--- src/rtl/kcl_pkg.sv ---
// ----------------------------------------------------------------------------
// kcl_pkg
// Shared types, codes and helper functions of the keypad code lock.
// ----------------------------------------------------------------------------
package kcl_pkg;

	localparam int CODE_DIGITS_DEF = 4;

	localparam int KEY_W    = 4;
	localparam int STATUS_W = 3;
	localparam int TRIES_W  = 4;
	localparam int SEED_W   = 16;
	localparam int BCD_W    = 16;
	localparam int ENTRY_W  = 3;
	localparam int CFG_IDX_W = 2;

	localparam logic [KEY_W-1:0] KEY_CLEAR = 4'd10;
	localparam logic [KEY_W-1:0] KEY_ENTER = 4'd11;

	localparam logic [STATUS_W-1:0] ST_DIGIT   = 3'd0;
	localparam logic [STATUS_W-1:0] ST_CLEARED = 3'd1;
	localparam logic [STATUS_W-1:0] ST_GRANTED = 3'd2;
	localparam logic [STATUS_W-1:0] ST_WRONG   = 3'd3;
	localparam logic [STATUS_W-1:0] ST_LOCKED  = 3'd4;
	localparam logic [STATUS_W-1:0] ST_IGNORED = 3'd5;

	localparam logic [CFG_IDX_W-1:0] REG_MAX_TRIES   = 2'd0;
	localparam logic [CFG_IDX_W-1:0] REG_RANDOM_SEED = 2'd1;

	localparam logic [TRIES_W-1:0] MAX_TRIES_RST = 4'd3;
	localparam logic [TRIES_W-1:0] FAILED_MAX    = 4'd15;
	localparam logic [SEED_W-1:0]  SEED_RST      = 16'd44257;
	localparam logic [SEED_W-1:0]  LFSR_TAPS     = 16'hB400;

	typedef logic [3:0] digit_t;

	typedef struct packed {
		logic              seed_load;
		logic [SEED_W-1:0] seed;
		logic              draw;
	} kcl_gen_ctl_t;

	// Galois step, right shift.
	function automatic logic [SEED_W-1:0] lfsr_step(input logic [SEED_W-1:0] s);
		logic [SEED_W-1:0] r;
		r = {1'b0, s[SEED_W-1:1]};
		if (s[0]) begin
			r = r ^ LFSR_TAPS;
		end
		return r;
	endfunction

	// Remainder by ten: parity from bit 0, residue mod 5 from nibble sums (16 = 1 mod 5).
	function automatic digit_t mod10(input logic [15:0] n);
		logic [5:0] s;
		logic [4:0] t;
		s = 6'(n[3:0]) + 6'(n[7:4]) + 6'(n[11:8]) + 6'(n[15:12]);
		t = 5'(s[5:4]) + 5'(s[3:0]);
		if (t >= 5'd15) begin
			t = t - 5'd15;
		end
		if (t >= 5'd10) begin
			t = t - 5'd10;
		end
		if (t >= 5'd5) begin
			t = t - 5'd5;
		end
		if (t[0] == n[0]) begin
			return 4'(t);
		end
		return 4'(t) + 4'd5;
	endfunction

endpackage

--- src/rtl/kcl_ifs.sv ---
// ----------------------------------------------------------------------------
// kcl channel interfaces
// Key beat, result beat and register write channels of the code lock.
// ----------------------------------------------------------------------------
interface kcl_key_if;
	logic                      valid;
	logic                      ready;
	logic [kcl_pkg::KEY_W-1:0] key_code;

	modport source (output valid, output key_code, input ready);
	modport sink   (input valid, input key_code, output ready);
endinterface

interface kcl_res_if;
	logic                         valid;
	logic                         ready;
	logic [kcl_pkg::STATUS_W-1:0] status;
	logic [kcl_pkg::ENTRY_W-1:0]  digits_entered;
	logic [kcl_pkg::TRIES_W-1:0]  tries_left;
	logic [kcl_pkg::BCD_W-1:0]    new_code;
	logic                         locked;

	modport source (output valid, output status, output digits_entered, output tries_left,
		output new_code, output locked, input ready);
	modport sink   (input valid, input status, input digits_entered, input tries_left,
		input new_code, input locked, output ready);
endinterface

interface kcl_cfg_if;
	logic                          valid;
	logic                          ready;
	logic [kcl_pkg::CFG_IDX_W-1:0] index;
	logic [kcl_pkg::SEED_W-1:0]    data;

	modport source (output valid, output index, output data, input ready);
	modport sink   (input valid, input index, input data, output ready);
endinterface

--- src/rtl/keypad_code_lock.sv ---
// ----------------------------------------------------------------------------
// keypad_code_lock
// Keypad combination lock with try counting, permanent lockout and fresh
// random codes after every successful entry.
// ----------------------------------------------------------------------------
// One key beat in, one result beat out. A key is taken into an input register,
// handled combinationally against the entry, code and try state, and its
// result lands in an output register, so a new key can be accepted every cycle
// while the result register is free or being drained. The next code is drawn
// from the LFSR ahead of time (CODE_DIGITS steps, combinationally) and committed
// on a grant. Register writes take effect at once and are accepted every cycle;
// index 0 sets max_tries, index 1 reloads the LFSR seed (zero loads one).
module keypad_code_lock #(
	parameter int CODE_DIGITS = kcl_pkg::CODE_DIGITS_DEF
) (
	input  logic      clk,
	input  logic      arst_n,
	kcl_key_if.sink   key,
	kcl_res_if.source res,
	kcl_cfg_if.sink   cfg
);

	logic                              cfg_wr;
	logic [kcl_pkg::TRIES_W-1:0]       max_tries_q;
	kcl_pkg::kcl_gen_ctl_t             gen_ctl;
	kcl_pkg::digit_t [CODE_DIGITS-1:0] fresh_code;
	logic                              draw;

	assign cfg.ready = 1'b1;
	assign cfg_wr    = cfg.valid && cfg.ready;

	always_ff @(posedge clk or negedge arst_n) begin
		if (!arst_n) begin
			max_tries_q <= kcl_pkg::MAX_TRIES_RST;
		end else if (cfg_wr && cfg.index == kcl_pkg::REG_MAX_TRIES) begin
			max_tries_q <= cfg.data[kcl_pkg::TRIES_W-1:0];
		end
	end

	assign gen_ctl.seed_load = cfg_wr && cfg.index == kcl_pkg::REG_RANDOM_SEED;
	assign gen_ctl.seed      = cfg.data;
	assign gen_ctl.draw      = draw;

	kcl_codegen #(
		.CODE_DIGITS(CODE_DIGITS)
	) u_codegen (
		.clk       (clk),
		.arst_n    (arst_n),
		.ctl       (gen_ctl),
		.fresh_code(fresh_code)
	);

	kcl_engine #(
		.CODE_DIGITS(CODE_DIGITS)
	) u_engine (
		.clk       (clk),
		.arst_n    (arst_n),
		.key       (key),
		.res       (res),
		.max_tries (max_tries_q),
		.fresh_code(fresh_code),
		.draw      (draw)
	);

endmodule

--- src/rtl/kcl_codegen.sv ---
// ----------------------------------------------------------------------------
// kcl_codegen
// LFSR and digit draw: offers the next fresh code, advances on a grant, reloads on a seed write.
// ----------------------------------------------------------------------------
module kcl_codegen #(
	parameter int CODE_DIGITS = kcl_pkg::CODE_DIGITS_DEF
) (
	input  logic                                     clk,
	input  logic                                     arst_n,
	input  kcl_pkg::kcl_gen_ctl_t                    ctl,
	output kcl_pkg::digit_t [CODE_DIGITS-1:0]        fresh_code
);

	logic [kcl_pkg::SEED_W-1:0] lfsr_q;
	logic [kcl_pkg::SEED_W-1:0] lfsr_next;

	always_comb begin
		logic [kcl_pkg::SEED_W-1:0] s;
		s = lfsr_q;
		for (int i = 0; i < CODE_DIGITS; i++) begin
			s = kcl_pkg::lfsr_step(s);
			fresh_code[i] = kcl_pkg::mod10(s);
		end
		lfsr_next = s;
	end

	always_ff @(posedge clk or negedge arst_n) begin
		if (!arst_n) begin
			lfsr_q <= kcl_pkg::SEED_RST;
		end else if (ctl.seed_load) begin
			// avoid the all-zero lockup
			lfsr_q <= (ctl.seed == '0) ? kcl_pkg::SEED_W'(1) : ctl.seed;
		end else if (ctl.draw) begin
			lfsr_q <= lfsr_next;
		end
	end

endmodule

--- src/rtl/kcl_engine.sv ---
// ----------------------------------------------------------------------------
// kcl_engine
// Input register, entry and try bookkeeping, and the result register.
// ----------------------------------------------------------------------------
module kcl_engine #(
	parameter int CODE_DIGITS = kcl_pkg::CODE_DIGITS_DEF
) (
	input  logic                                 clk,
	input  logic                                 arst_n,
	kcl_key_if.sink                              key,
	kcl_res_if.source                            res,
	input  logic [kcl_pkg::TRIES_W-1:0]          max_tries,
	input  kcl_pkg::digit_t [CODE_DIGITS-1:0]    fresh_code,
	output logic                                 draw
);

	localparam int CNT_W = $clog2(CODE_DIGITS + 2);
	localparam logic [CNT_W-1:0] CNT_FULL = CNT_W'(CODE_DIGITS);
	localparam logic [CNT_W-1:0] CNT_OVER = CNT_W'(CODE_DIGITS + 1);

	logic                          vld_s1;
	logic [kcl_pkg::KEY_W-1:0]     key_s1;
	logic                          advance;

	kcl_pkg::digit_t [CODE_DIGITS-1:0] entry_q, entry_d;
	kcl_pkg::digit_t [CODE_DIGITS-1:0] stored_q;
	logic [CNT_W-1:0]              count_q, count_d;
	logic [kcl_pkg::TRIES_W-1:0]   failed_q, failed_d;
	logic                          lock_q, lock_d;

	logic [kcl_pkg::STATUS_W-1:0]  status_d;
	logic [kcl_pkg::BCD_W-1:0]     bcd;
	logic                          match;

	logic                          vld_s2;
	logic [kcl_pkg::STATUS_W-1:0]  status_s2;
	logic [kcl_pkg::ENTRY_W-1:0]   entered_s2;
	logic [kcl_pkg::TRIES_W-1:0]   tries_s2;
	logic [kcl_pkg::BCD_W-1:0]     code_s2;
	logic                          locked_s2;

	// process the held beat when the result register is free or being drained
	assign advance   = vld_s1 && (!vld_s2 || res.ready);
	assign key.ready = !vld_s1 || advance;

	always_ff @(posedge clk or negedge arst_n) begin
		if (!arst_n) begin
			vld_s1 <= 1'b0;
		end else if (key.ready) begin
			vld_s1 <= key.valid;
		end
	end

	always_ff @(posedge clk) begin
		if (key.ready && key.valid) begin
			key_s1 <= key.key_code;
		end
	end

	always_comb begin
		match = (count_q == CNT_FULL);
		for (int i = 0; i < CODE_DIGITS; i++) begin
			if (entry_q[i] != stored_q[i]) begin
				match = 1'b0;
			end
		end
	end

	// last four drawn digits as BCD, first digit highest
	always_comb begin
		bcd = '0;
		for (int k = 0; k < 4; k++) begin
			if (k < CODE_DIGITS) begin
				bcd[4*k +: 4] = fresh_code[(CODE_DIGITS - 1 - k) % CODE_DIGITS];
			end
		end
	end

	always_comb begin
		logic [kcl_pkg::TRIES_W-1:0] failed_inc;
		entry_d    = entry_q;
		count_d    = count_q;
		failed_d   = failed_q;
		lock_d     = lock_q;
		status_d   = kcl_pkg::ST_IGNORED;
		draw       = 1'b0;
		failed_inc = (failed_q == kcl_pkg::FAILED_MAX) ? failed_q
			: failed_q + kcl_pkg::TRIES_W'(1);
		if (lock_q || key_s1 > kcl_pkg::KEY_ENTER) begin
			status_d = kcl_pkg::ST_IGNORED;
		end else if (key_s1 < kcl_pkg::KEY_CLEAR) begin
			status_d = kcl_pkg::ST_DIGIT;
			if (count_q < CNT_FULL) begin
				for (int i = 0; i < CODE_DIGITS; i++) begin
					if (count_q == CNT_W'(i)) begin
						entry_d[i] = key_s1;
					end
				end
				count_d = count_q + CNT_W'(1);
			end else begin
				count_d = CNT_OVER;
			end
		end else if (key_s1 == kcl_pkg::KEY_CLEAR) begin
			status_d = kcl_pkg::ST_CLEARED;
			entry_d  = '0;
			count_d  = '0;
		end else begin
			if (match) begin
				status_d = kcl_pkg::ST_GRANTED;
				draw     = advance;
			end else begin
				failed_d = failed_inc;
				if (failed_inc >= max_tries) begin
					lock_d   = 1'b1;
					status_d = kcl_pkg::ST_LOCKED;
				end else begin
					status_d = kcl_pkg::ST_WRONG;
				end
			end
			entry_d = '0;
			count_d = '0;
		end
	end

	always_ff @(posedge clk or negedge arst_n) begin
		if (!arst_n) begin
			entry_q  <= '0;
			count_q  <= '0;
			failed_q <= '0;
			lock_q   <= 1'b0;
			for (int i = 0; i < CODE_DIGITS; i++) begin
				stored_q[i] <= 4'((i + 1) % 10);
			end
		end else if (advance) begin
			entry_q  <= entry_d;
			count_q  <= count_d;
			failed_q <= failed_d;
			lock_q   <= lock_d;
			if (draw) begin
				stored_q <= fresh_code;
			end
		end
	end

	always_ff @(posedge clk or negedge arst_n) begin
		if (!arst_n) begin
			vld_s2 <= 1'b0;
		end else if (advance) begin
			vld_s2 <= 1'b1;
		end else if (res.ready) begin
			vld_s2 <= 1'b0;
		end
	end

	always_ff @(posedge clk) begin
		if (advance) begin
			status_s2  <= status_d;
			entered_s2 <= kcl_pkg::ENTRY_W'(count_d);
			tries_s2   <= (max_tries > failed_d) ? max_tries - failed_d : '0;
			code_s2    <= (status_d == kcl_pkg::ST_GRANTED) ? bcd : '0;
			locked_s2  <= lock_d;
		end
	end

	assign res.valid          = vld_s2;
	assign res.status         = status_s2;
	assign res.digits_entered = entered_s2;
	assign res.tries_left     = tries_s2;
	assign res.new_code       = code_s2;
	assign res.locked         = locked_s2;

endmodule

--- src/flat_wrapper.sv ---
// flat-port wrapper written by rule: the top's interface ports become plain ports
module keypad_code_lock_flat 
#(
	parameter int CODE_DIGITS = kcl_pkg::CODE_DIGITS_DEF
)
  (clk, arst_n, key_valid, key_key_code, key_ready, res_valid, res_status, res_digits_entered, res_tries_left, res_new_code, res_locked, res_ready, cfg_valid, cfg_index, cfg_data, cfg_ready);
  kcl_key_if key_i ();
  kcl_res_if res_i ();
  kcl_cfg_if cfg_i ();
  input  logic clk;
  input  logic arst_n;
  input wire logic [$bits(key_i.valid)-1:0] key_valid;
  input wire logic [$bits(key_i.key_code)-1:0] key_key_code;
  output wire logic [$bits(key_i.ready)-1:0] key_ready;
  output wire logic [$bits(res_i.valid)-1:0] res_valid;
  output wire logic [$bits(res_i.status)-1:0] res_status;
  output wire logic [$bits(res_i.digits_entered)-1:0] res_digits_entered;
  output wire logic [$bits(res_i.tries_left)-1:0] res_tries_left;
  output wire logic [$bits(res_i.new_code)-1:0] res_new_code;
  output wire logic [$bits(res_i.locked)-1:0] res_locked;
  input wire logic [$bits(res_i.ready)-1:0] res_ready;
  input wire logic [$bits(cfg_i.valid)-1:0] cfg_valid;
  input wire logic [$bits(cfg_i.index)-1:0] cfg_index;
  input wire logic [$bits(cfg_i.data)-1:0] cfg_data;
  output wire logic [$bits(cfg_i.ready)-1:0] cfg_ready;
  assign key_i.valid = key_valid;
  assign key_i.key_code = key_key_code;
  assign key_ready = key_i.ready;
  assign res_valid = res_i.valid;
  assign res_status = res_i.status;
  assign res_digits_entered = res_i.digits_entered;
  assign res_tries_left = res_i.tries_left;
  assign res_new_code = res_i.new_code;
  assign res_locked = res_i.locked;
  assign res_i.ready = res_ready;
  assign cfg_i.valid = cfg_valid;
  assign cfg_i.index = cfg_index;
  assign cfg_i.data = cfg_data;
  assign cfg_ready = cfg_i.ready;
  keypad_code_lock #(.CODE_DIGITS(CODE_DIGITS)) u_core (.clk(clk), .arst_n(arst_n), .key(key_i), .res(res_i), .cfg(cfg_i));
endmodule
--- config.mk ---
export PLATFORM = sky130hd
export DESIGN_NAME = keypad_code_lock_flat
export DESIGN_NICKNAME = d
export VERILOG_FILES = /design/src/rtl/kcl_pkg.sv /design/src/rtl/kcl_ifs.sv /design/src/rtl/keypad_code_lock.sv /design/src/rtl/kcl_codegen.sv /design/src/rtl/kcl_engine.sv /design/src/flat_wrapper.sv
export SDC_FILE = /design/constraint.sdc
export NUM_CORES = 1
export LEC_CHECK = 0
export BUFFER_PORTS_ARGS = -buffer_cell sky130_fd_sc_hd__buf_2
export CORE_MARGIN = 3
export CORE_UTILIZATION = 25
export DETAILED_ROUTE_END_ITERATION = 12
export SYNTH_ARGS = -nofsm -noshare
export SYNTH_HDL_FRONTEND = slang
export SYNTH_SLANG_ARGS = --single-unit
--- constraint.sdc ---
create_clock -name clk -period 7.4 [get_ports clk]
set_input_delay 0 -clock clk [delete_from_list [all_inputs] [get_ports clk]]
set_output_delay 0 -clock clk [all_outputs]
set_load 0.005 [all_outputs]
==> After elaboration in Yosys (flattened, before gate mapping) <==
Cells that the tools add are included.
{ "classes": {"add_sub_neg": 35, "n_lt_le_gt_ge": 17, "n_eq_ne": 21, "mux": 65, "n_bitwise": 5, "reduce_logical": 19} }
{ "op_table": {"columns": ["operator", "count"], "rows": [
  ["$mux W16", 9],
  ["$mux W4", 21],
  ["$ge A5 B4 Y1 const B", 8],
  ["$mux W5", 8],
  ["$sub A5 B4 Y5 const B", 8],
  ["$add A5 B4 Y6", 4],
  ["$add A6 B4 Y6", 4],
  ["$mux W3", 8],
  ["$add A2 B4 Y5", 4],
  ["$add A4 B4 Y5", 4],
  ["$ge A5 B3 Y1 const B", 4],
  ["$mux W1", 19],
  ["$add A4 B3 Y4 const B", 4],
  ["$logic_not A16 Y1", 1],
  ["$ne A4 B4 Y1", 4],
  ["$not A3 Y4", 4],
  ["$reduce_and A4 Y1", 4],
  ["$sub A4 B3 Y4 const B", 4],
  ["$ne A2 B1 Y1 const B", 5],
  ["$eq A3 B2 Y1 const B", 3],
  ["$eq A4 B4 Y1 const B", 2],
  ["$add A4 B1 Y4 const B", 1],
  ["$eq A1 B1 Y1", 4],
  ["$ge A4 B4 Y1", 1],
  ["other kinds (17)", 24]
]} }
{ "totals": {"ff_bits": 93, "in_bits": 27, "out_inout_bits": 30, "wordCells": 183} }

==> Depth between registers and ports, before layout <==
Gate-level depths: netlist of the first run.
{ "logic_depth": {"ltp_word": 21, "depth_mapped": 29, "ltp_nobuf": 27} }

==> By module <==
Synthesis of the first run repeated with hierarchy kept, for this count alone.
{ "unflattened": {"hier_cells": 861, "area_unflattened_um2": 8272.9} }
{ "by_module_without_submodules": {"columns": ["mod", "instances", "cells_per_inst", "area_each_um2", "seq_area_each_um2"], "rows": [
  ["kcl_codegen", 1, 568, 4459.3, 410.4],
  ["kcl_engine", 1, 281, 3626.0, 1988.2],
  ["keypad_code_lock", 1, 12, 187.7, 102.6]
]} }

==> Least setup slack after synthesis of the first run <==
No wires, ideal clock.
{ "synth_path": {"path_type": "flip-flop to flip-flop", "start": "register u_core.u_codegen.lfsr_q[0] in the netlist's numbering", "end": "register u_core.u_engine.code_s2, in the netlist u_core.u_engine.res.new_code[2], data pin", "setup_ps": 265, "t_arrival_ps": 6566, "t_required_ps": 7135, "setup_slack_ps": 569, "stages_incl_launch_ff": 27, "path_buffers": 3, "period_less_slack_ps": 6831, "path_cell_list": "dfstp_2 -> clkbuf_1 -> xnor2_1 -> xnor2_1 -> fa_1 -> inv_1 -> fa_1 -> inv_1 -> ha_1 -> fa_1 -> a21o_1 -> a21o_1 -> fa_1 -> ha_1 -> clkbuf_1 -> and3_1 -> ha_1 -> a31oi_2 -> buf_2 -> o311ai_0 -> o21ai_0 -> o32a_1 -> o211ai_2 -> ha_1 -> nand2b_2 -> xnor2_1 -> nor2_1"} }
{ "synth_between": {"elab_chain_cells": 18, "word_cells_on_any_way": 25, "cone_classes": "8 x add/sub; 3 x order compare; 1 x eq/ne; 10 x mux; 3 x bitwise"} }
{ "synth_lines": {"columns": ["element", "line", "source"], "rows": [
  ["start: declaration", "kcl_codegen.sv:14", "logic [kcl_pkg::SEED_W-1:0] lfsr_q;"],
  ["start signal: assignment", "kcl_codegen.sv:29", "lfsr_q <= kcl_pkg::SEED_RST;"],
  ["start signal: assignment", "kcl_codegen.sv:32", "lfsr_q <= (ctl.seed == '0) ? kcl_pkg::SEED_W'(1) : ctl.seed;"],
  ["start signal: assignment", "kcl_codegen.sv:34", "lfsr_q <= lfsr_next;"],
  ["$mux W16 (*)", "kcl_pkg.sv:47", "if (s[0]) begin"],
  ["$not A3 Y4 (no source line)", null, null],
  ["$mux W16 (*) (2 in a row)", "kcl_pkg.sv:47", null],
  ["$not A3 Y4 (no source line)", null, null],
  ["$mux W16 (*)", "kcl_pkg.sv:47", null],
  ["parallel branches: the longest is 1 deep, another holds $add A5 B4 Y6", null, null],
  ["$add A6 B4 Y6 (*)", "kcl_pkg.sv:57", "s = 6'(n[3:0]) + 6'(n[7:4]) + 6'(n[11:8]) + 6'(n[15:12]);"],
  ["$add A2 B4 Y5 (*)", "kcl_pkg.sv:58", "t = 5'(s[5:4]) + 5'(s[3:0]);"],
  ["$sub A5 B4 Y5 / $ge A5 B4 Y1 (equally long branches)", "kcl_pkg.sv:60, kcl_pkg.sv:59", null],
  ["$mux W5 (*)", "kcl_pkg.sv:59", "if (t >= 5'd15) begin"],
  ["$sub A5 B4 Y5 / $ge A5 B4 Y1 (equally long branches)", "kcl_pkg.sv:63, kcl_pkg.sv:62", null],
  ["$mux W5 (*)", "kcl_pkg.sv:62", "if (t >= 5'd10) begin"],
  ["$sub A4 B3 Y4 / $ge A5 B3 Y1 (equally long branches)", "kcl_pkg.sv:66, kcl_pkg.sv:65", null],
  ["$mux W4 (*)", "kcl_pkg.sv:65", "if (t >= 5'd5) begin"],
  ["parallel branches: the longest is 2 deep, another holds $add A4 B3 Y4", null, null],
  ["$mux W4 (*)", "kcl_pkg.sv:71", "return 4'(t) + 4'd5;"],
  ["end signal: assignment", "kcl_engine.sv:160", "code_s2 <= (status_d == kcl_pkg::ST_GRANTED) ? bcd : '0;"],
  ["end: declaration", "kcl_engine.sv:39", "logic [kcl_pkg::BCD_W-1:0] code_s2;"]
]} }
Every way passes the cells marked *. The select of a mux whose other input is x is not followed.
A chain may end at the register's enable or synchronous reset.

==> Final worst setup path of the first run <==
{ "layout_path": {"start": "register u_core.u_codegen.lfsr_q[0] in the netlist's numbering", "end": "register u_core.u_engine.code_s2, in the netlist u_core.u_engine.res.new_code[6], data pin"} }
{ "layout_between": {"elab_chain_cells": 16, "word_cells_on_any_way": 22, "cone_classes": "7 x add/sub; 3 x order compare; 1 x eq/ne; 9 x mux; 2 x bitwise"} }
{ "layout_lines": {"columns": ["element", "line"], "rows": [
  ["$mux W16 (*) (2 in a row)", "kcl_pkg.sv:47"],
  ["$not A3 Y4 (no source line) / $mux W16 (equally long branches)", null],
  ["$mux W16 (*)", "kcl_pkg.sv:47"],
  ["$add A5 B4 Y6", "kcl_pkg.sv:57"],
  ["$add A6 B4 Y6 (*)", "kcl_pkg.sv:57"],
  ["$add A2 B4 Y5 (*)", "kcl_pkg.sv:58"],
  ["$sub A5 B4 Y5 / $ge A5 B4 Y1 (equally long branches)", "kcl_pkg.sv:60, kcl_pkg.sv:59"],
  ["$mux W5 (*)", "kcl_pkg.sv:59"],
  ["$sub A5 B4 Y5 / $ge A5 B4 Y1 (equally long branches)", "kcl_pkg.sv:63, kcl_pkg.sv:62"],
  ["$mux W5 (*)", "kcl_pkg.sv:62"],
  ["$sub A4 B3 Y4 / $ge A5 B3 Y1 (equally long branches)", "kcl_pkg.sv:66, kcl_pkg.sv:65"],
  ["$mux W4 (*)", "kcl_pkg.sv:65"],
  ["parallel branches: the longest is 2 deep, another holds $add A4 B3 Y4", null],
  ["$mux W4 (*)", "kcl_pkg.sv:71"]
]} }
Marked as above.

==> flow_metrics.tcl, run 1 <==
set metrics [dict create \
    place_hpwl_microns 15100 \
    ys_seq_area_frac 0.312 \
    dieArea_sq_mm 0.0343 \
    vias 6659 \
    h-tree-depth 3 \
    cts.sinks 93 \
    drive_above_1_share 0.168 \
    cp.required_ns 7.49 \
    reg2reg_slack_ns 0.52 \
    die_w_microns 185 \
    synth-simple-area-share 0.167 \
    grt_setup_unrepaired "false" \
    final_nets 1068 \
    synth_fa_ha_area_frac 0.158 \
    ys_types 79 \
    syn-num-nets 993 \
    r2r-start "u_core.u_codegen.lfsr_q[0]" \
    fin_crit_sh 0.929 \
    fmax_ghz 0.145 \
    syn_inst 882 \
    hold_path.class "primary input to flip-flop" \
    core_area_sq_mm 0.0311 \
    syn_to_final_growth_pct 16.6 \
    avgViaCountPerCell 4.90 \
    final_common_cell "nor2_1" \
    clock_latency_ns 0.35 \
    ys_warn_count 0 \
    top_layer "met4" \
    gp_congestion 0.847 \
    m1WireLength_microns 9350 \
    critPathLaunchType "flip-flop" \
    placementRows 64 \
    fillers 3242 \
    synth_top_family_by_area "compound AO/OA/AOI/OAI gates" \
    most-common-layout-cells "nor2_1 (89), nand2_1 (78), a21oi_1 (59)" \
    min_period_ns 6.88 \
    pin_count 57 \
    drt_iter0_markers 452 \
    synthArstFlopShare 0.667 \
    final.setup_skew_ns 0.00941 \
    max_slew.worst_pin.slew_ns 0.948 \
    antenna_found_initial 0 \
    synth_xor_area_frac 0.0758 \
    final.setup.tns_ns 0 \
    grt_usage 0.116 \
    port_buffers 55 \
    maxSlewViolCount 0 \
    start_util 0.258 \
    synth_ff_type "dfrtp_1" \
    critical_path_peak_fanout 7 \
    drv_cap 0 \
    clk_pin_slew_ns 0.07 \
    slew_headroom 0.367 \
    overflow 0 \
    grt_max_degree 63 \
    grt_pass1_wl_microns 32800 \
    grt_pass1_vias 6537 \
    cts_buffer_depth 2 \
    min_path_cells 3 \
    synth.area.mux_share 0.0529 \
    cts_tree "built" \
    worstHoldEndpoint "u_core.max_tries_q[3]" \
    die_h_microns 185 \
    holdCritStartpoint "cfg_index[1]" \
    root_buffer "clkbuf_16" \
    avgSynthCellArea_sq_um 9.09 \
    dr_wl_met2_microns 9160 \
    drtPass1Iterations 7 \
    cp-end-kind "flip-flop" \
    finalSetupViolations 0 \
    synth_compound_area_frac 0.189 \
    diodes 0 \
    numCtsBuffers 9 \
    wire_per_inst_microns 14.5 \
    synth_edf_count 31 \
    r2r_end "u_core.u_engine.res.new_code[6]" \
    drt_wl_total_microns 19600 \
    arrival_ns 6.97 \
    drc 0 \
    reg2reg_depth 25 \
    dr_wl_met3_microns 947 \
    postSynthRegisterBits 93 \
    criticalPathCategory "flip-flop to flip-flop" \
    syn-cell-area_sq_mm 0.00802 \
    hold_violations 0 \
    run_status "finished clean" \
    ant_nets 0 \
]
==> worst max-delay path, stage by stage (launching register included) <==
cell	delay, ns
dfstp_2	0.62
xnor2_1	0.25
xnor2_1	0.19
fa_1	0.56
fa_1	0.57
fa_1	0.48
a21o_1	0.19
a21o_1	0.20
ha_1	0.29
a21o_1	0.16
a21oi_1	0.28
nor2_1	0.17
and3_1	0.20
ha_1	0.22
a31oi_1	0.34
o31ai_4	0.19
a21oi_2	0.35
nand2_1	0.19
and3_1	0.22
nor2_1	0.10
a21oi_1	0.10
ha_1	0.22
nor2_1	0.08
mux2i_1	0.09
xor2_1	0.27
nor2_1	0.08
==> synthesized netlist by cell type, drive strengths merged (5+ instances only) <==
cell type	count	share of area
a21o	30	0.028
a21oi	63	0.041
a31oi	23	0.021
and2	8	0.0062
and3	12	0.0094
buf	12	0.0084
clkbuf	24	0.012
dfrtp	47	0.15
dfstp	15	0.049
edfxtp	31	0.12
fa	29	0.072
ha	55	0.086
inv	50	0.023
mux2	24	0.034
mux2i	15	0.019
nand2	78	0.037
nand2b	11	0.0089
nand3	20	0.013
nand4	6	0.0047
nor2	89	0.042
nor2b	13	0.010
nor3	21	0.013
nor4	6	0.0047
o211ai	5	0.0059
o21ai	52	0.032
o22ai	8	0.0062
o311ai	5	0.0064
or3	5	0.0045
xnor2	47	0.052
xor2	19	0.024
==> cell type report <==
class | instances | area [sq um] | share of cell area
multi-input combinational | 701 | 5170 | 0.554
sequential | 93 | 2500 | 0.268
timing repair buffer | 100 | 686 | 0.0734
tap | 396 | 495 | 0.0530
clock buffer | 10 | 250 | 0.0268
inverter | 52 | 195 | 0.0209
clock inverter | 6 | 43.8 | 0.00469
==> kinds of logic after synthesis <==
group | count (synthesis)
compound gates | 227
xor+xnor | 66
fa+ha+maj | 84
buf+inv | 88
flops | 93
mux | 39
other cells | 1
simple gates | 284
==> per-stage QoR <==
| step | std cells | hold slack [ns] | setup WS (ns) | area, sq um | utilization |
|---|---|---|---|---|---|
| after global routing | 1358 | 0.103 | 0.00117 | 9350 | 0.301 |
| after detailed placement | 1316 | 0.180 | 0.289 | 8770 | 0.282 |
| final | 1358 | 0.0812 | 0.522 | 9350 | 0.301 |
| after CTS | 1356 | 0.0674 | 0.280 | 9310 | 0.300 |
| after floorplan | 882 | -0.296 | 0.569 | 8020 | - |
| after global placement | 1316 | 0.179 | 0.443 | 8770 | 0.282 |
==> layer usage <==
layer	global-route usage	vias up
met2	0.194	143
met1	0.160	3202
met5	0	-
met3	0.0222	12
met4	0.0201	0
li1	-	3302
==> worst max-delay path by stage <==
stage,from,end,cells past startpoint
2_1_floorplan,u_core.u_codegen.lfsr_q[0],u_core.u_engine.res.new_code[2],26
3_3_place_gp,u_core.u_codegen.lfsr_q[0],u_core.u_engine.res.new_code[2],26
3_5_place_dp,u_core.u_codegen.lfsr_q[0],u_core.u_engine.res.new_code[2],26
4_1_cts,u_core.u_codegen.lfsr_q[0],u_core.u_engine.res.new_code[2],26
5_1_grt,u_core.u_codegen.lfsr_q[0],u_core.u_engine.res.new_code[6],25
6_report,u_core.u_codegen.lfsr_q[0],u_core.u_engine.res.new_code[6],25
==> what timing repair did <==
action                                  in CTS  in global routing
buffers inserted                             0                  2
endpoints found under the setup margin       0                  5
resized for setup                            0                  2
hold buffers                                24                  0
hold endpoints to repair                    71                  0
==> state kept, by name, summed over array words and instances (netlist names) <==
name,cells
u_core.max_tries_q,4
u_core.u_codegen.lfsr_q,16
u_core.u_engine.count_q,3
u_core.u_engine.entry_q,16
u_core.u_engine.failed_q,4
u_core.u_engine.key_s1,4
u_core.u_engine.lock_q,1
u_core.u_engine.res.digits_entered,3
u_core.u_engine.res.locked,1
u_core.u_engine.res.new_code,16
u_core.u_engine.res.status,3
u_core.u_engine.res.tries_left,4
u_core.u_engine.res.valid,1
u_core.u_engine.stored_q,16
u_core.u_engine.vld_s1,1
Power of run 1 is left out: the tool's default activity adds up to more than one toggle a clock period on the data nets, which glitch-free logic cannot reach.
==> run 2: changes to the inputs <==
--- a/config.mk
+++ b/config.mk
@@ -5,10 +5,12 @@
 export SDC_FILE = /design/constraint.sdc
 export NUM_CORES = 1
 export LEC_CHECK = 0
-export BUFFER_PORTS_ARGS = -buffer_cell sky130_fd_sc_hd__buf_2
+export ABC_CLOCK_PERIOD_IN_PS = 7400
 export CORE_MARGIN = 3
 export CORE_UTILIZATION = 25
 export DETAILED_ROUTE_END_ITERATION = 12
+export DONT_BUFFER_PORTS = 1
+export REMOVE_ABC_BUFFERS = 1
 export SYNTH_ARGS = -nofsm -noshare
 export SYNTH_HDL_FRONTEND = slang
 export SYNTH_SLANG_ARGS = --single-unit
==> run 2 against run 1 <==
  * Register-to-register slack lost 0.11 ns
  * Sequential cell count did not move
  * Via count shrank 0.72%
  * Setup slack lost 0.11 ns
  * Critical path depth is 1 lower
  * Routed wire length up 4.4%
  * Critical path type unchanged
  * Critical endpoint is now u_core.u_engine.res.new_code[2]
==> flow_metrics.tcl, run 2 (synthesized netlist as in run 1, its figures left out) <==
set metrics [dict create \
    die_w_microns 185 \
    grt_usage 0.120 \
    pin_count 57 \
    drv_cap 0 \
    cts_tree "built" \
    clk_pin_slew_ns 0.07 \
    overflow 0 \
    drive_above_1_share 0.115 \
    post-route-worst-setup-slack_ns 0.414 \
    maxSlewViolCount 0 \
    root_buffer "clkbuf_16" \
    fin_area_sq_mm 0.00916 \
    wire_per_inst_microns 15.7 \
    critPathMaxStageDelay_ns 0.62 \
    drt_iter0_markers 570 \
    drtPass1Iterations 6 \
    clock_latency_ns 0.35 \
    critPathMostFrequentCell "fa_1" \
    min_period_ns 6.99 \
    drt_wl_total_microns 20500 \
    place_hpwl_microns 15100 \
    final_nets 1018 \
    fin_crit_sh 0.944 \
    dpl-instance-area_sq_mm 0.00845 \
    gp_congestion 0.862 \
    cts.sinks 93 \
    hold_path.class "primary input to flip-flop" \
    diodes 0 \
    cp-end-kind "flip-flop" \
    dieArea_sq_mm 0.0343 \
    fillers 3252 \
    final.setup_skew_ns 0.0107 \
    slowest_stage "dfstp_2" \
    drc 0 \
    critical_path_peak_fanout 10 \
    syn_to_final_growth_pct 14.3 \
    numCtsBuffers 9 \
    criticalPathCategory "flip-flop to flip-flop" \
    placementRows 64 \
    die_h_microns 185 \
    cts_buffer_depth 2 \
    most-common-layout-cells "nor2_1 (88), nand2_1 (78), a21oi_1 (59)" \
    antenna_found_initial 0 \
    arrival_ns 7.09 \
    ant_nets 0 \
    core_area_sq_mm 0.0311 \
    start_util 0.258 \
    holdWs_ns 0.114 \
    grt_max_degree 63 \
    run_status "finished clean" \
    grt_pass1_wl_microns 33100 \
    post-place-ws_ns 0.0678 \
    fmax_ghz 0.143 \
    crit_path_cell_trace "xnor2_1 > xnor2_1 > fa_1 > inv_1 > fa_1 > inv_1 > ha_1 > fa_1 > a21o_1 > a21o_1 > fa_1 > xor2_1 > and3_1 > ha_1 > a31oi_4 > buf_4 > nand3_1 > o31ai_1 > a221oi_1 > o211ai_2 > ha_1 > nand2b_2 > xnor2_1 > nor2_1" \
    avgViaCountPerCell 5.05 \
    max_slew.worst_pin.slew_ns 0.934 \
    slew_headroom 0.377 \
    final_common_cell "nor2_1" \
    critPathLaunchType "flip-flop" \
    vias 6611 \
    finalSetupViolations 0 \
    h-tree-depth 3 \
    hold_violations 0 \
    cp.required_ns 7.50 \
    port_buffers 0 \
    grt_pass1_vias 6186 \
]
[run 2: changes by cell type in the layout (fill, tap and decap cells not counted)]
cell,previous run,this run
buf_2,55,0
dlygate4sd3_1,24,32
buf_4,20,17
clkinv_2,3,1
inv_6,1,3
buf_12,1,0
buf_16,0,1
clkbuf_16,10,11
clkinv_4,1,0
nor2_1,89,88
nor2_2,0,1
[run 2: routing by layer]
| layer | vias to the layer above | GRT usage | part of all wire |
|---|---|---|---|
| met3 | 17 | 0.0244 | 0.051 |
| met2 | 175 | 0.192 | 0.46 |
| li1 | 3199 | - | - |
| met4 | 0 | 0.0228 | 0.012 |
| met1 | 3220 | 0.169 | 0.48 |
| met5 | - | 0 | 0 |
[run 2: worst max-delay path, delay by kind of cell, from the launching register on]
| family | cells | cell delay, ns |
|---|---|---|
| adders and majority gates | 7 | 2.82 |
| AOI/OAI and AO/OA | 6 | 1.20 |
| xor gates and xnor gates | 4 | 1.19 |
| DFF | 1 | 0.62 |
| and+or+nand+nor | 4 | 0.59 |
| buffers and inverters | 3 | 0.32 |
[run 2: path summary, 6_finish.rpt]
kind,from,endpoint,slack [ns],cells past startpoint
hold / removal,cfg_valid,u_core.u_codegen.lfsr_q[10],0.11,3
setup / recovery,u_core.u_codegen.lfsr_q[0],u_core.u_engine.res.new_code[2],0.41,24
max in group asynchronous,arst_n,u_core.max_tries_q[1],6.89,2
setup reg to reg,u_core.u_codegen.lfsr_q[0],u_core.u_engine.res.new_code[2],0.41,24
min in group asynchronous,arst_n,u_core.u_engine.res.valid,0.18,2
hold reg to reg,u_core.u_engine.stored_q[14],u_core.u_engine.stored_q[14],0.49,2
[run 2: through the flow]
step | utilization | TNS (ns) | cells
final | 0.295 | 0 | 1308
after floorplan | - | 0 | 846
after CTS | 0.293 | 0 | 1304
after detailed placement | 0.272 | 0 | 1255
after global placement | 0.272 | 0 | 1255
after global routing | 0.295 | -0.00372 | 1308
[run 2: layout make-up]
class / instances / area [sq um] / share of cell area
timing repair buffer: 50 / 475 / 0.0519
inverter: 52 / 195 / 0.0213
clock inverter: 5 / 42.5 / 0.00464
tap: 396 / 495 / 0.0541
multi-input combinational: 701 / 5180 / 0.565
clock buffer: 11 / 275 / 0.0300
sequential: 93 / 2500 / 0.273
[run 2: timing repair]
item                                   in CTS  in global routing
setup endpoints to repair                   0                  6
hold buffers                               33                  0
setup buffers                               0                  4
endpoints found under the hold margin      92                  0
resized for setup                           0                  3
Power of run 2 is left out for the same reason.
==> run 3: changes to the inputs <==
--- a/config.mk
+++ b/config.mk
@@ -10,6 +10,7 @@
 export CORE_UTILIZATION = 25
 export DETAILED_ROUTE_END_ITERATION = 12
 export DONT_BUFFER_PORTS = 1
+export PLACE_DENSITY = 0.45
 export REMOVE_ABC_BUFFERS = 1
 export SYNTH_ARGS = -nofsm -noshare
 export SYNTH_HDL_FRONTEND = slang
==> run 3 against run 2 <==
  * First-iteration DRC count shrank 38%
  * Final cell count grew 0.54%
  * Clock skew shrank 0.0043 ns
  * Die area is the same
  * Critical path type unchanged
  * Final area grew 0.27%
  * Register-to-register slack is essentially flat
  * Via count shrank 2.1%
  * Critical path depth shrank 1
  * Sequential cell count is the same
  * Maximum frequency is essentially flat
  * Sequential share of layout area shrank 0.074 points
==> flow_metrics.tcl, run 3 (synthesized netlist as in run 1, its figures left out) <==
set metrics [dict create \
    run_status "finished clean" \
    die_w_microns 185 \
    drt_wl_total_microns 21800 \
    cts_tree "built" \
    core_area_sq_mm 0.0311 \
    ant_nets 0 \
    fmax_ghz 0.143 \
    cp-end-kind "flip-flop" \
    arrival_ns 7.08 \
    slowest_stage "dfstp_2" \
    grtUsageMet3 0.0300 \
    post-place-ws_ns 0.281 \
    final_cells 1315 \
    gp_congestion 0.854 \
    grt.busiest_layer "met2" \
    final.setup_skew_ns 0.00639 \
    most-common-layout-cells "nor2_1 (89), nand2_1 (78), a21oi_1 (60)" \
    dieArea_sq_mm 0.0343 \
    start_util 0.258 \
    grt_pass1_vias 6388 \
    grt.met1_usage 0.187 \
    drv_cap 0 \
    pin_count 57 \
    crit_path_cell_trace "xnor2_1 > xnor2_1 > fa_1 > inv_1 > fa_1 > inv_1 > ha_1 > fa_1 > a21o_1 > a21o_1 > fa_1 > xor2_1 > and3_1 > ha_1 > a31oi_4 > buf_4 > o311a_1 > or3_4 > o32a_1 > o211ai_2 > xnor2_1 > mux2i_1 > nor2_1" \
    clock_latency_ns 0.35 \
    final_nets 1023 \
    place_inst 1263 \
    hold_violations 0 \
    use_met2 0.202 \
    grt_max_degree 63 \
    maxSlewViolCount 0 \
    numCtsBuffers 9 \
    drt_iter0_markers 356 \
    drtPass1Iterations 5 \
    critical_path_peak_fanout 14 \
    syn_to_final_growth_pct 14.6 \
    port_buffers 0 \
    critPathLaunchType "flip-flop" \
    vias 6473 \
    cp.required_ns 7.50 \
    antenna_found_initial 1 \
    post-route-worst-setup-slack_ns 0.421 \
    critPathMaxStageDelay_ns 0.62 \
    avgViaCountPerCell 4.92 \
    wire_per_inst_microns 16.6 \
    cts.sinks 93 \
    overflow 0 \
    die_h_microns 185 \
    place_hpwl_microns 16100 \
    final_common_cell "nor2_1" \
    cts_buffer_depth 2 \
    clk_pin_slew_ns 0.07 \
    finalSetupViolations 0 \
    fin_crit_sh 0.943 \
    fillers 3274 \
    slew_headroom 0.388 \
    min_period_ns 6.98 \
    hold_path.class "primary input to flip-flop" \
    criticalPathCategory "flip-flop to flip-flop" \
    grt_usage 0.130 \
    final.setup.tns_ns 0 \
    max_slew.worst_pin.slew_ns 0.919 \
    root_buffer "clkbuf_16" \
    critPathMostFrequentCell "fa_1" \
    placementRows 64 \
    grt_setup_unrepaired "false" \
    drive_above_1_share 0.115 \
    drc 0 \
    grt_pass1_wl_microns 35100 \
    h-tree-depth 3 \
]
==> run 3: area by class of cell <==
type,count,area [sq um],area share
clock inverters,6,77.6,0.00844
well taps,396,495,0.0539
multi-input cells,701,5170,0.563
flip-flops and latches,93,2500,0.272
diodes,2,5.00,0.000545
clock buffers,10,229,0.0249
inverters,52,195,0.0212
repair buffers,55,513,0.0558
==> run 3: worst max-delay path, delay by kind of cell, from the launching register on <==
| kind | cells | cell delay (ns) |
|---|---|---|
| simple gates | 3 | 0.67 |
| mux | 1 | 0.29 |
| compound gates | 6 | 1.07 |
| xor+xnor | 4 | 1.15 |
| fa+ha+maj | 6 | 2.59 |
| buf+inv | 3 | 0.34 |
| flops | 1 | 0.62 |
==> run 3: timing repair <==
item / 4_1_cts / 5_1_grt
setup buffers: 0 / 1
gates resized for setup: 0 / 1
endpoints found under the hold margin: 92 / 0
hold buffers: 33 / 0
endpoints found under the setup margin: 0 / 5
==> run 3: final timing paths <==
check | startpoint | end | slack [ns] | cells past startpoint
min | cfg_valid | u_core.u_codegen.lfsr_q[11] | 0.11 | 4
min reg2reg | u_core.u_engine.stored_q[14] | u_core.u_engine.stored_q[14] | 0.47 | 2
max reg2reg | u_core.u_codegen.lfsr_q[0] | u_core.u_engine.res.new_code[1] | 0.42 | 23
min in group asynchronous | arst_n | u_core.max_tries_q[2] | 0.22 | 2
max | u_core.u_codegen.lfsr_q[0] | u_core.u_engine.res.new_code[1] | 0.42 | 23
max in group asynchronous | arst_n | u_core.u_engine.stored_q[14] | 6.86 | 2
==> run 3: per-stage QoR <==
| stage | utilization | instance area, sq um | hold WS [ns] |
|---|---|---|---|
| final | 0.296 | 9190 | 0.109 |
| after global routing | 0.296 | 9180 | 0.109 |
| after CTS | 0.295 | 9170 | 0.0843 |
| after detailed placement | 0.274 | 8510 | -0.288 |
| after global placement | 0.274 | 8510 | -0.288 |
| after floorplan | - | 7860 | -0.296 |
==> run 3: per-layer routing <==
layer | up-vias | wire length, microns
met1 | 3145 | 10900
li1 | 3201 | -
met4 | 0 | 87
met2 | 120 | 9640
met3 | 7 | 1180
met5 | - | 0
Power of run 3 is left out for the same reason.
